$ cat src/hw/rtl/aabb_overlap_pair_finder_macros.svh
// Assertion helpers shared by the RTL.
`ifndef AABB_OVERLAP_PAIR_FINDER_MACROS_SVH
`define AABB_OVERLAP_PAIR_FINDER_MACROS_SVH

// Same-cycle implication, checked outside reset.
`define AOPF_ASSERT_NOW(lbl, ante, cons, msg) \
  lbl: assert property (@(posedge clk) disable iff (!rst_n) (ante) |-> (cons)) \
    else $error(msg);

// Next-cycle implication, checked outside reset.
`define AOPF_ASSERT_NEXT(lbl, ante, cons, msg) \
  lbl: assert property (@(posedge clk) disable iff (!rst_n) (ante) |=> (cons)) \
    else $error(msg);

`endif

$ cat src/hw/rtl/aopf_pkg.sv
package aopf_pkg;

  localparam int OP_W      = 1;
  localparam int SLOT_W    = 5;
  localparam int SIZE_W    = 15;
  localparam int HIT_IDX_W = 5;

  localparam logic [OP_W-1:0] OP_WRITE = 1'b0;
  localparam logic [OP_W-1:0] OP_QUERY = 1'b1;

  typedef enum logic [1:0] {
    ST_IDLE,
    ST_SCAN,
    ST_FLUSH
  } state_t;

endpackage

$ cat src/hw/rtl/aabb_overlap_pair_finder.sv
// Box overlap finder. Stores up to TABLE_ENTRIES boxes in a single-port
// synchronous memory; a write request (op 0) updates one in-range slot and returns a
// single acknowledge (hit 0, last 1) in the following cycle. A query request (op 1)
// walks the table through the memory read port, one slot per cycle while
// no result stall holds it, and returns the index of every valid
// overlapping slot in ascending order, last set on the final one, or one
// miss item (hit 0, last 1) if nothing overlaps. A query keeps the block
// busy through its scan and flush states, and longer while the result side
// stalls. Valid marks clear at reset; no other initialization is needed.
module aabb_overlap_pair_finder #(
  parameter int TABLE_ENTRIES = 32,
  parameter int COORD_BITS    = 16
) (
  input  logic                              clk,
  input  logic                              rst_n,

  input  logic                              in_valid,
  output logic                              in_ready,
  input  logic [aopf_pkg::OP_W-1:0]         in_op,
  input  logic [aopf_pkg::SLOT_W-1:0]       in_entry_index,
  input  logic signed [COORD_BITS-1:0]      in_box_x,
  input  logic signed [COORD_BITS-1:0]      in_box_y,
  input  logic [aopf_pkg::SIZE_W-1:0]       in_box_w,
  input  logic [aopf_pkg::SIZE_W-1:0]       in_box_h,
  input  logic                              in_box_valid,

  output logic                              out_valid,
  input  logic                              out_ready,
  output logic                              out_hit,
  output logic [aopf_pkg::HIT_IDX_W-1:0]    out_hit_index,
  output logic                              out_last
);

  import aopf_pkg::*;

`include "aabb_overlap_pair_finder_macros.svh"

  localparam int IDX_W = (TABLE_ENTRIES > 1) ? $clog2(TABLE_ENTRIES) : 1;
  localparam int CNT_W = $clog2(TABLE_ENTRIES + 1);
  localparam int SUM_W = ((COORD_BITS > SIZE_W) ? COORD_BITS : SIZE_W + 1) + 1;
  localparam logic [CNT_W-1:0] CNT_END = CNT_W'(TABLE_ENTRIES);

  typedef struct packed {
    logic [COORD_BITS-1:0] x;
    logic [COORD_BITS-1:0] y;
    logic [SIZE_W-1:0]     w;
    logic [SIZE_W-1:0]     h;
  } entry_t;

  // Box table and its registered read data
  entry_t mem_r [TABLE_ENTRIES];
  entry_t mem_q_r;

  logic                     mem_we;
  logic                     mem_re;
  logic [IDX_W-1:0]         mem_waddr;
  logic [IDX_W-1:0]         mem_raddr;
  entry_t                   mem_wdata;

  state_t                   state_r, state_nxt;
  logic [TABLE_ENTRIES-1:0] entry_valid_r, entry_valid_nxt;
  logic [CNT_W-1:0]         cnt_r, cnt_nxt;
  logic                     rd_pend_r, rd_pend_nxt;
  logic [IDX_W-1:0]         rd_idx_r, rd_idx_nxt;
  logic                     pend_vld_r, pend_vld_nxt;
  logic [IDX_W-1:0]         pend_idx_r, pend_idx_nxt;
  entry_t                   q_r, q_nxt;
  logic                     out_valid_r, out_valid_nxt;
  logic                     out_hit_r, out_hit_nxt;
  logic [HIT_IDX_W-1:0]     out_hit_index_r, out_hit_index_nxt;
  logic                     out_last_r, out_last_nxt;

  logic                     out_free;
  logic                     in_fire;
  logic                     slot_in_range;
  logic                     overlap;
  logic                     hit_now;
  logic                     stall;

  logic signed [SUM_W-1:0]  qx_e, qy_e, sx_e, sy_e;
  logic signed [SUM_W-1:0]  qw_e, qh_e, sw_e, sh_e;

  // Sums are one bit wider than either operand, so nothing wraps.
  always_comb begin
    qx_e = SUM_W'(signed'(q_r.x));
    qy_e = SUM_W'(signed'(q_r.y));
    sx_e = SUM_W'(signed'(mem_q_r.x));
    sy_e = SUM_W'(signed'(mem_q_r.y));
    qw_e = signed'(SUM_W'(q_r.w));
    qh_e = signed'(SUM_W'(q_r.h));
    sw_e = signed'(SUM_W'(mem_q_r.w));
    sh_e = signed'(SUM_W'(mem_q_r.h));
    overlap = (qx_e + qw_e > sx_e) && (sx_e + sw_e > qx_e) &&
              (qy_e + qh_e > sy_e) && (sy_e + sh_e > qy_e);
  end

  assign out_free      = !out_valid_r || out_ready;
  assign in_fire       = in_valid && in_ready;
  assign slot_in_range = 32'(in_entry_index) < TABLE_ENTRIES;
  assign hit_now       = rd_pend_r && entry_valid_r[rd_idx_r] && overlap;
  // A second hit cannot move the pending one out while the output is full.
  assign stall         = hit_now && pend_vld_r && !out_free;

  assign mem_waddr = IDX_W'(in_entry_index);
  assign mem_raddr = cnt_r[IDX_W-1:0];
  assign mem_wdata = '{x: in_box_x, y: in_box_y, w: in_box_w, h: in_box_h};

  always_comb begin
    state_nxt         = state_r;
    entry_valid_nxt   = entry_valid_r;
    cnt_nxt           = cnt_r;
    rd_pend_nxt       = rd_pend_r;
    rd_idx_nxt        = rd_idx_r;
    pend_vld_nxt      = pend_vld_r;
    pend_idx_nxt      = pend_idx_r;
    q_nxt             = q_r;
    out_valid_nxt     = out_valid_r && !out_ready;
    out_hit_nxt       = out_hit_r;
    out_hit_index_nxt = out_hit_index_r;
    out_last_nxt      = out_last_r;
    in_ready          = 1'b0;
    mem_we            = 1'b0;
    mem_re            = 1'b0;

    unique case (state_r)
      ST_IDLE: begin
        in_ready = out_free;
        if (in_fire) begin
          if (in_op == OP_QUERY) begin
            q_nxt     = mem_wdata;
            cnt_nxt   = '0;
            state_nxt = ST_SCAN;
          end else begin
            if (slot_in_range) begin
              mem_we                     = 1'b1;
              entry_valid_nxt[mem_waddr] = in_box_valid;
            end
            out_valid_nxt     = 1'b1;
            out_hit_nxt       = 1'b0;
            out_hit_index_nxt = '0;
            out_last_nxt      = 1'b1;
          end
        end
      end

      ST_SCAN: begin
        if (!stall) begin
          // Hold one hit back until the next is found, so last can be set.
          if (hit_now) begin
            if (pend_vld_r) begin
              out_valid_nxt     = 1'b1;
              out_hit_nxt       = 1'b1;
              out_hit_index_nxt = HIT_IDX_W'(pend_idx_r);
              out_last_nxt      = 1'b0;
            end
            pend_vld_nxt = 1'b1;
            pend_idx_nxt = rd_idx_r;
          end
          if (cnt_r < CNT_END) begin
            mem_re      = 1'b1;
            rd_pend_nxt = 1'b1;
            rd_idx_nxt  = mem_raddr;
            cnt_nxt     = cnt_r + CNT_W'(1);
          end else begin
            rd_pend_nxt = 1'b0;
            if (!rd_pend_r) begin
              state_nxt = ST_FLUSH;
            end
          end
        end
      end

      ST_FLUSH: begin
        if (out_free) begin
          out_valid_nxt     = 1'b1;
          out_hit_nxt       = pend_vld_r;
          out_hit_index_nxt = pend_vld_r ? HIT_IDX_W'(pend_idx_r) : '0;
          out_last_nxt      = 1'b1;
          pend_vld_nxt      = 1'b0;
          state_nxt         = ST_IDLE;
        end
      end

      default: begin
        state_nxt = ST_IDLE;
      end
    endcase
  end

  always_ff @(posedge clk) begin
    if (!rst_n) begin
      state_r       <= ST_IDLE;
      entry_valid_r <= '0;
      cnt_r         <= '0;
      rd_pend_r     <= 1'b0;
      pend_vld_r    <= 1'b0;
      out_valid_r   <= 1'b0;
    end else begin
      state_r       <= state_nxt;
      entry_valid_r <= entry_valid_nxt;
      cnt_r         <= cnt_nxt;
      rd_pend_r     <= rd_pend_nxt;
      pend_vld_r    <= pend_vld_nxt;
      out_valid_r   <= out_valid_nxt;
    end
  end

  always_ff @(posedge clk) begin
    rd_idx_r        <= rd_idx_nxt;
    pend_idx_r      <= pend_idx_nxt;
    q_r             <= q_nxt;
    out_hit_r       <= out_hit_nxt;
    out_hit_index_r <= out_hit_index_nxt;
    out_last_r      <= out_last_nxt;
  end

  // Writes happen only when idle and reads only while scanning, so the
  // same entry is never read and written in one cycle.
  always_ff @(posedge clk) begin
    if (mem_we) begin
      mem_r[mem_waddr] <= mem_wdata;
    end
    if (mem_re) begin
      mem_q_r <= mem_r[mem_raddr];
    end
  end

  assign out_valid     = out_valid_r;
  assign out_hit       = out_hit_r;
  assign out_hit_index = out_hit_index_r;
  assign out_last      = out_last_r;

  `AOPF_ASSERT_NOW(a_idle_drained, state_r == ST_IDLE, !rd_pend_r && !pend_vld_r, "idle with scan work left")
  `AOPF_ASSERT_NOW(a_pend_valid_entry, pend_vld_r, entry_valid_r[pend_idx_r], "held hit names an invalid entry")
  `AOPF_ASSERT_NOW(a_miss_is_last, out_valid_r && !out_hit_r, out_last_r, "miss or acknowledge without last")
  `AOPF_ASSERT_NEXT(a_query_starts_scan, in_fire && in_op == OP_QUERY, state_r == ST_SCAN && cnt_r == '0, "query did not start a scan")

endmodule

$ cat config.mk
export PLATFORM = sky130hd
export DESIGN_NAME = aabb_overlap_pair_finder
export DESIGN_NICKNAME = d
export VERILOG_FILES = /design/src/hw/rtl/aopf_pkg.sv /design/src/hw/rtl/aabb_overlap_pair_finder.sv
export VERILOG_INCLUDE_DIRS = /design/src /design/src/hw/rtl
export SDC_FILE = /design/constraint.sdc
export NUM_CORES = 2
export LEC_CHECK = 0
export ABC_AREA = 1
export BUFFER_PORTS_ARGS = -buffer_cell sky130_fd_sc_hd__buf_2
export CAP_MARGIN = 15
export CORE_UTILIZATION = 35
export CTS_CLUSTER_SIZE = 8
export DETAILED_ROUTE_END_ITERATION = 10
export GPL_ROUTABILITY_DRIVEN = 0
export PLACE_DENSITY = 0.51
export SKIP_LAST_GASP = 1
export SYNTH_ARGS = -nofsm -noshare
export SYNTH_HDL_FRONTEND = slang
export SYNTH_SLANG_ARGS = --single-unit
$ cat constraint.sdc
create_clock -name clk -period 5.4 [get_ports clk]
set_clock_uncertainty 0.05 [all_clocks]
set_input_delay 0.27 -clock clk [delete_from_list [all_inputs] [get_ports clk]]
set_output_delay 0.27 -clock clk [all_outputs]
set_load 0.02 [all_outputs]
======== Word-level counts from Yosys, hierarchy flattened ========
Memories as Yosys holds them, arrays and structs flattened. A register that Yosys moved wholly into a read port is not among the register bits.
Index checks and enable logic that the tools add are counted.
storage, ports and cells
  register bits ........................... 122
  bits in writable memories ............... 1,984
  bits of input ports ..................... 73
  memories kept ........................... 1
memory list
  name   depth  bits a word  rd ports  clocked after Yosys merged registers in  wr ports  RTL line                        source
  mem_r  32     62           1         1                                        1         aabb_overlap_pair_finder.sv:51  entry_t mem_r [TABLE_ENTRIES];
operators by class
  add/sub/neg operators ................... 5
  order comparisons ....................... 8
  equal/unequal tests ..................... 12
  muxes and demuxes ....................... 59
  bitwise gates (word level) .............. 2
  reduce and logical (&&, ||, !) cells .... 27
operators by type and width
  cell                   number
  $add A16 B16 Y17       4
  $gt A17 B16 Y1         4
  $mux W5                7
  $bwmux W32             1
  $mux W1                32
  $mux W6                4
  $ne A2 B2 Y1 const B   10
  $pmux W5 S3            1
  $lt A5 B6 Y1 const B   2
  $mux W2                6
  $pmux W6 S2            1
  $reduce_and A3 Y1      4
  $logic_and A1 B1 Y1    10
  $pmux W1 S3            3
  $reduce_and A7 Y1      1
  $add A6 B1 Y6 const B  1
  $lt A6 B6 Y1 const B   1
  $pmux W2 S3            1
  $reduce_and A6 Y1      1
  $bmux W1 S5            1
  $demux W1 S5           1
  $ge A5 B1 Y1 const B   1
  $reduce_and A5 Y1      1
  $reduce_and A4 Y1      1
  10 further kinds       14

======== Logic depth before layout (Yosys ltp) ========
  depth after elaboration ................. 10
  depth in mapped cells ................... 31
  gate-level depth less buffers ........... 31

======== Least setup slack after synthesis ========
OpenSTA, ideal clock, no wires.
  path kind ............................... register to register
  from .................................... register q_r[30] (netlist bit)
  to ...................................... register, netlist name mem_q_r[0]
  library setup time ...................... 0.421 ns
  data arrival time ....................... 4.654 ns
  required time ........................... 4.929 ns
  slack ................................... 0.275 ns
  cell stages (with the launch flop) ...... 30
  buffers on the path ..................... 0
  clock period less this slack ............ 5.125 ns
  cells stage by stage .................... edfxtp_1 -> ha_1 -> inv_1 -> fa_1 -> inv_1 -> a31oi_1 -> o21ai_0 -> a21oi_1 -> o21bai_1 -> nand2_1 -> a21oi_1 -> nand3_1 -> nand2_1 -> xnor2_1 -> inv_1 -> ha_1 -> nand2_1 -> nor2_1 -> nand2_1 -> nor2_1 -> o21ai_0 -> nand3_1 -> nand2_1 -> nand2_1 -> nor2_2 -> nand3_2 -> nor2_4 -> nand3_1 -> nand2_1 -> inv_1
on the way
  longest elaborated chain between the ends .. 9
  elaborated cells on any way between the ends .. 10
  those cells by class .................... 1 x add/sub; 2 x order compare; 2 x mux; 5 x reduce/logical
ends and longest elaborated chain
  element                              RTL line                         source
  start, declared                      aabb_overlap_pair_finder.sv:67   entry_t q_r, q_nxt;
  start signal, assigned               aabb_overlap_pair_finder.sv:211  q_r <= q_nxt;
  $add A16 B16 Y17                     aabb_overlap_pair_finder.sv:94   (qy_e + qh_e > sy_e) && (sy_e + sh_e > qy_e);
  $gt A17 B16 Y1                       aabb_overlap_pair_finder.sv:94
  $logic_and A1 B1 Y1                  aabb_overlap_pair_finder.sv:93   overlap = (qx_e + qw_e > sx_e) && (sx_e + sw_e > qx_e) &&
  $logic_and A1 B1 Y1 *                aabb_overlap_pair_finder.sv:94
  $logic_and A1 B1 Y1 *                aabb_overlap_pair_finder.sv:100  assign hit_now = rd_pend_r && entry_valid_r[rd_idx_r] && overlap;
  $logic_and A1 B1 Y1 * (2 in series)  aabb_overlap_pair_finder.sv:102  assign stall = hit_now && pend_vld_r && !out_free;
  $mux W1 *                            aabb_overlap_pair_finder.sv:147  if (!stall) begin
  $mux W1 *                            aabb_overlap_pair_finder.sv:125  unique case (state_r)
  net mem_re                           aabb_overlap_pair_finder.sv:55   logic mem_re;
Mark *: on every way through the listed nets, which the timed path passes. The rest lies on a longest branch.
A chain may end at the register's enable or synchronous reset.

======== Worst setup path after layout ========
  from .................................... register q_r[30] (netlist bit)
  to ...................................... register state_r[1]
on the way
  longest elaborated chain between the ends .. 9
  elaborated cells on any way between the ends .. 10
  those cells by class .................... 1 x add/sub; 2 x order compare; 1 x eq/ne; 6 x reduce/logical
ends and longest elaborated chain
  element                               RTL line                         source
  $add A16 B16 Y17                      aabb_overlap_pair_finder.sv:94
  $gt A17 B16 Y1                        aabb_overlap_pair_finder.sv:94
  $logic_and A1 B1 Y1                   aabb_overlap_pair_finder.sv:93
  $logic_and A1 B1 Y1 *                 aabb_overlap_pair_finder.sv:94
  $logic_and A1 B1 Y1 *                 aabb_overlap_pair_finder.sv:100
  $logic_and A1 B1 Y1 * (2 in series)   aabb_overlap_pair_finder.sv:102
  $ne A2 B2 Y1 (no source line) *       --
  $reduce_and A6 Y1 (no source line) *  --
  end signal, assigned                  aabb_overlap_pair_finder.sv:199  state_r <= state_nxt;
  end, declared                         aabb_overlap_pair_finder.sv:60   state_t state_r, state_nxt;
Every way passes the cells marked *; elsewhere a longest branch is shown, timed or not.

==> results_dict.tcl <==
set metrics [dict create \
    status "completed" \
    design.die.area_sq_mm 0.252 \
    synthCells 6759 \
    vias_per_cell 5.56 \
    whs_endpoint "mem_r[19][55]" \
    finalCritPeriodShare_pct 92.1 \
    cp.arrival_ns 5.74 \
    ys_ff_latch 2168 \
    yosysTopAreaCell "edfxtp_1" \
    cts_sinks 2168 \
    final_antenna_net_count 0 \
    syn-num-nets 6969 \
    slowest_stage "dlygate4sd3_1" \
    die_y_microns 502 \
    fin_tns_setup_ns 0 \
    drv_cap 0 \
    min_period_ns 4.97 \
    vias 57400 \
    hold_path_class "input pin to flop" \
    synth_area_sq_mm 0.0877 \
    pwr-share-clk_pct 37.2 \
    num-nets-final 7160 \
    relSlewSlack_pct 25.2 \
    die_w_microns 502 \
    reg2reg_depth 31 \
    final-setup-viol-count 0 \
    cp-end-kind "flop" \
    cts.clk_slew.worst_paths_ns 0.05 \
    grt_usage_pct 21.5 \
    crit_buf_inv 4 \
    p_int_mw 32.8 \
    drv_slew 0 \
    cp.required_ns 6.16 \
    whs_ns 0.115 \
    cts_made_buffers 321 \
    cpLargestDelayFamily "simple AND/OR/NAND/NOR gates" \
    switching_share_pct 29.9 \
    grt_max_degree 201 \
    grt_pass1_wl_mm 394 \
    drive_gt1_share_pct 8.81 \
    grt_pass1_vias 54700 \
    clockBufferDepth 4 \
    synth_top_area_share_pct 72.8 \
    rows 183 \
    yosysSeqAreaShare_pct 73.8 \
    cts_tree "yes" \
    syn_area_per_cell_sq_um 13.0 \
    vdd_drop_max_mv 0.338 \
    synthTopCellsByArea "edfxtp_1, o21ai_0, nor2_1, o22ai_1, nand2_1" \
    ioPinCount 82 \
    switchingPower_mw 14.0 \
    htree_num_levels 5 \
    dp_slack_ns 0.524 \
    first_pass_iters 6 \
    worst_slack_ns 0.429 \
    cpMostUsedCell "nand2_1" \
    leakagePower_nw 33.7 \
    wire_per_inst_microns 26.7 \
    antenna_found_initial 24 \
    regToRegStartpoint "q_r[30]" \
    rrSetupSlack_ns 0.43 \
    clock_latency_ns 0.95 \
    crit_path_max_fanout 7 \
    dp_hpwl_mm 142 \
    port_buffers 81 \
    yosysWarnings 0 \
    tightest_slew_ns 1.12 \
    fmaxAchievable_mhz 201 \
    drc 0 \
    clockRootBuffer "clkbuf_16" \
    yosysUniqueCellTypes 49 \
    initial_core_util_pct 35.2 \
    drtIter0Drc 6419 \
    hold_start "in_entry_index[3]" \
    fillers 23000 \
    pwr-share-comb_pct 21.3 \
    cp-start-kind "flop" \
    routed_wl_mm 276 \
    grt_overflow 0 \
    hold_violations 0 \
    area_growth_pct 15.9 \
    power_density_mw_per_mm2 460 \
    seq_power_share_pct 41.5 \
    finalPower_mw 46.8 \
    coreArea_sq_mm 0.249 \
    crit_path_max_incr_delay_ns 0.57 \
    path_class "flop to flop" \
    hold-path-cell-count 4 \
    r2r-end "state_r[1]" \
]
worst reg2reg max path: cells and delay by family (launching register included):
family | cells | cell delay, ns
AO/OA/AOI/OAI | 6 | 0.98
flip-flops | 1 | 0.35
XOR/XNOR | 1 | 0.14
AND/OR/NAND/NOR | 17 | 1.75
adder cells (fa/ha/maj) | 3 | 0.84
buffers and inverters | 4 | 0.76
kinds of logic (layout without fill, tap and decap cells):
kind of cell / Yosys count / after routing / share of synthesized area [%]
AOI/OAI and AO/OA: 1841 / 1841 / 12.0
xor gates and xnor gates: 57 / 57 / 0.570
adders and majority gates: 137 / 137 / 1.99
buffers and inverters: 715 / 949 / 3.17
DFF: 2168 / 2168 / 73.8
other: 0 / 6 / 0
and+or+nand+nor: 1841 / 1841 / 8.47
layout by cell type (no fill, tap or decap), types with 3 or more instances in the layout:
master / n
dfxtp_1: 39
fa_1: 4
dfxtp_4: 4
o21ai_0: 1110
inv_1: 283
dlygate4sd3_1: 68
clkbuf_1: 34
a31oi_1: 4
clkbuf_16: 329
inv_6: 3
nand3_1: 172
xnor2_1: 20
o21bai_1: 5
buf_12: 43
nand2_1: 455
edfxtp_1: 2125
clkinv_8: 3
a211oi_1: 5
nor2_2: 3
nor3_1: 14
o21ai_1: 23
o22ai_1: 306
ha_1: 133
buf_2: 81
nand4_1: 83
buf_4: 98
a21oi_2: 3
o221ai_1: 191
o211ai_1: 60
a21oi_1: 119
xor2_1: 37
diode_2: 6
nor2_1: 1071
nor2_4: 35
registers in the layout, indices dropped and copies added (netlist names):
signal         cells
q_r               62
mem_r           1984
rd_pend_r          1
state_r            2
out_hit_index      5
out_hit            1
cnt_r              6
rd_idx_r           5
out_valid          1
entry_valid_r     32
pend_idx_r         5
pend_vld_r         1
out_last           1
mem_q_r           62
how the worst max path moves through the flow:
stage / start / end / slack [ns] / cells after the start
6_report: q_r[30] / state_r[1] / 0.43 / 31
5_1_grt: q_r[30] / state_r[1] / -0.02 / 31
4_1_cts: q_r[30] / state_r[1] / 0.19 / 31
3_5_place_dp: q_r[30] / mem_q_r[0] / 0.52 / 29
3_3_place_gp: q_r[30] / mem_q_r[0] / 0.51 / 29
2_1_floorplan: q_r[30] / mem_q_r[0] / 0.28 / 29
metal layers:
layer / vias to the layer above / global-route usage [%] / wire length (microns)
met3: 412 / 3.16 / 19000
met4: 12 / 5.65 / 6470
met5: - / 0 / 86
li1: 25400 / - / -
met2: 2239 / 33.7 / 126000
met1: 29400 / 31.2 / 124000
Yosys cell counts, drive strengths merged:
cell type	number
a211oi	5
a21boi	4
a21o	2
a21oi	122
a31oi	4
a41oi	1
and3	1
buf	56
clkbuf	367
clkinv	2
dfxtp	43
edfxtp	2125
fa	4
ha	133
inv	290
nand2	455
nand3	174
nand3b	2
nand4	85
nor2	1109
nor3	14
nor4	1
o2111ai	1
o211a	1
o211ai	60
o21a	2
o21ai	1135
o21bai	5
o221a	1
o221ai	191
o22ai	306
o41ai	1
xnor2	20
xor2	37
final cells by class:
type	count	area, sq um	area share, %
Antenna cell	6	15.0	0.0148
Clock buffer	363	8360	8.23
Clock inverter	3	41.3	0.0406
Inverter	292	1130	1.11
Multi-Input combinational cell	3876	20500	20.2
Sequential cell	2168	64700	63.7
Tap cell	3330	4170	4.10
Timing Repair Buffer	291	2710	2.67
stage by stage:
step / cell area [sq um] / utilization [%] / std cells
after floorplan: 87700 / - / 6759
after detailed placement: 92400 / 37.1 / 9883
after CTS: 101000 / 40.8 / 10300
after global placement: 92400 / 37.1 / 9883
final: 102000 / 40.8 / 10300
after global routing: 102000 / 40.8 / 10300
power groups by stage:
stage / Combinational, mW / Clock, mW / Sequential, mW
after CTS: 9.94 / 17.7 / 19.4
final: 9.96 / 17.4 / 19.4
after detailed placement: 9.85 / 0 / 19.7
after floorplan: 6.42 / 0 / 19.5
after global placement: 9.74 / 0 / 19.7
after global routing: 11.0 / 18.4 / 19.4
timing repair:
item | 4_1_cts | 5_1_grt
setup buffers | 0 | 5
hold buffers | 67 | 1
endpoints found under the hold margin | 2111 | 32
gates resized for setup | 0 | 8
endpoints found under the setup margin | 0 | 13
No activity file was read; power rests on OpenSTA's default activity.
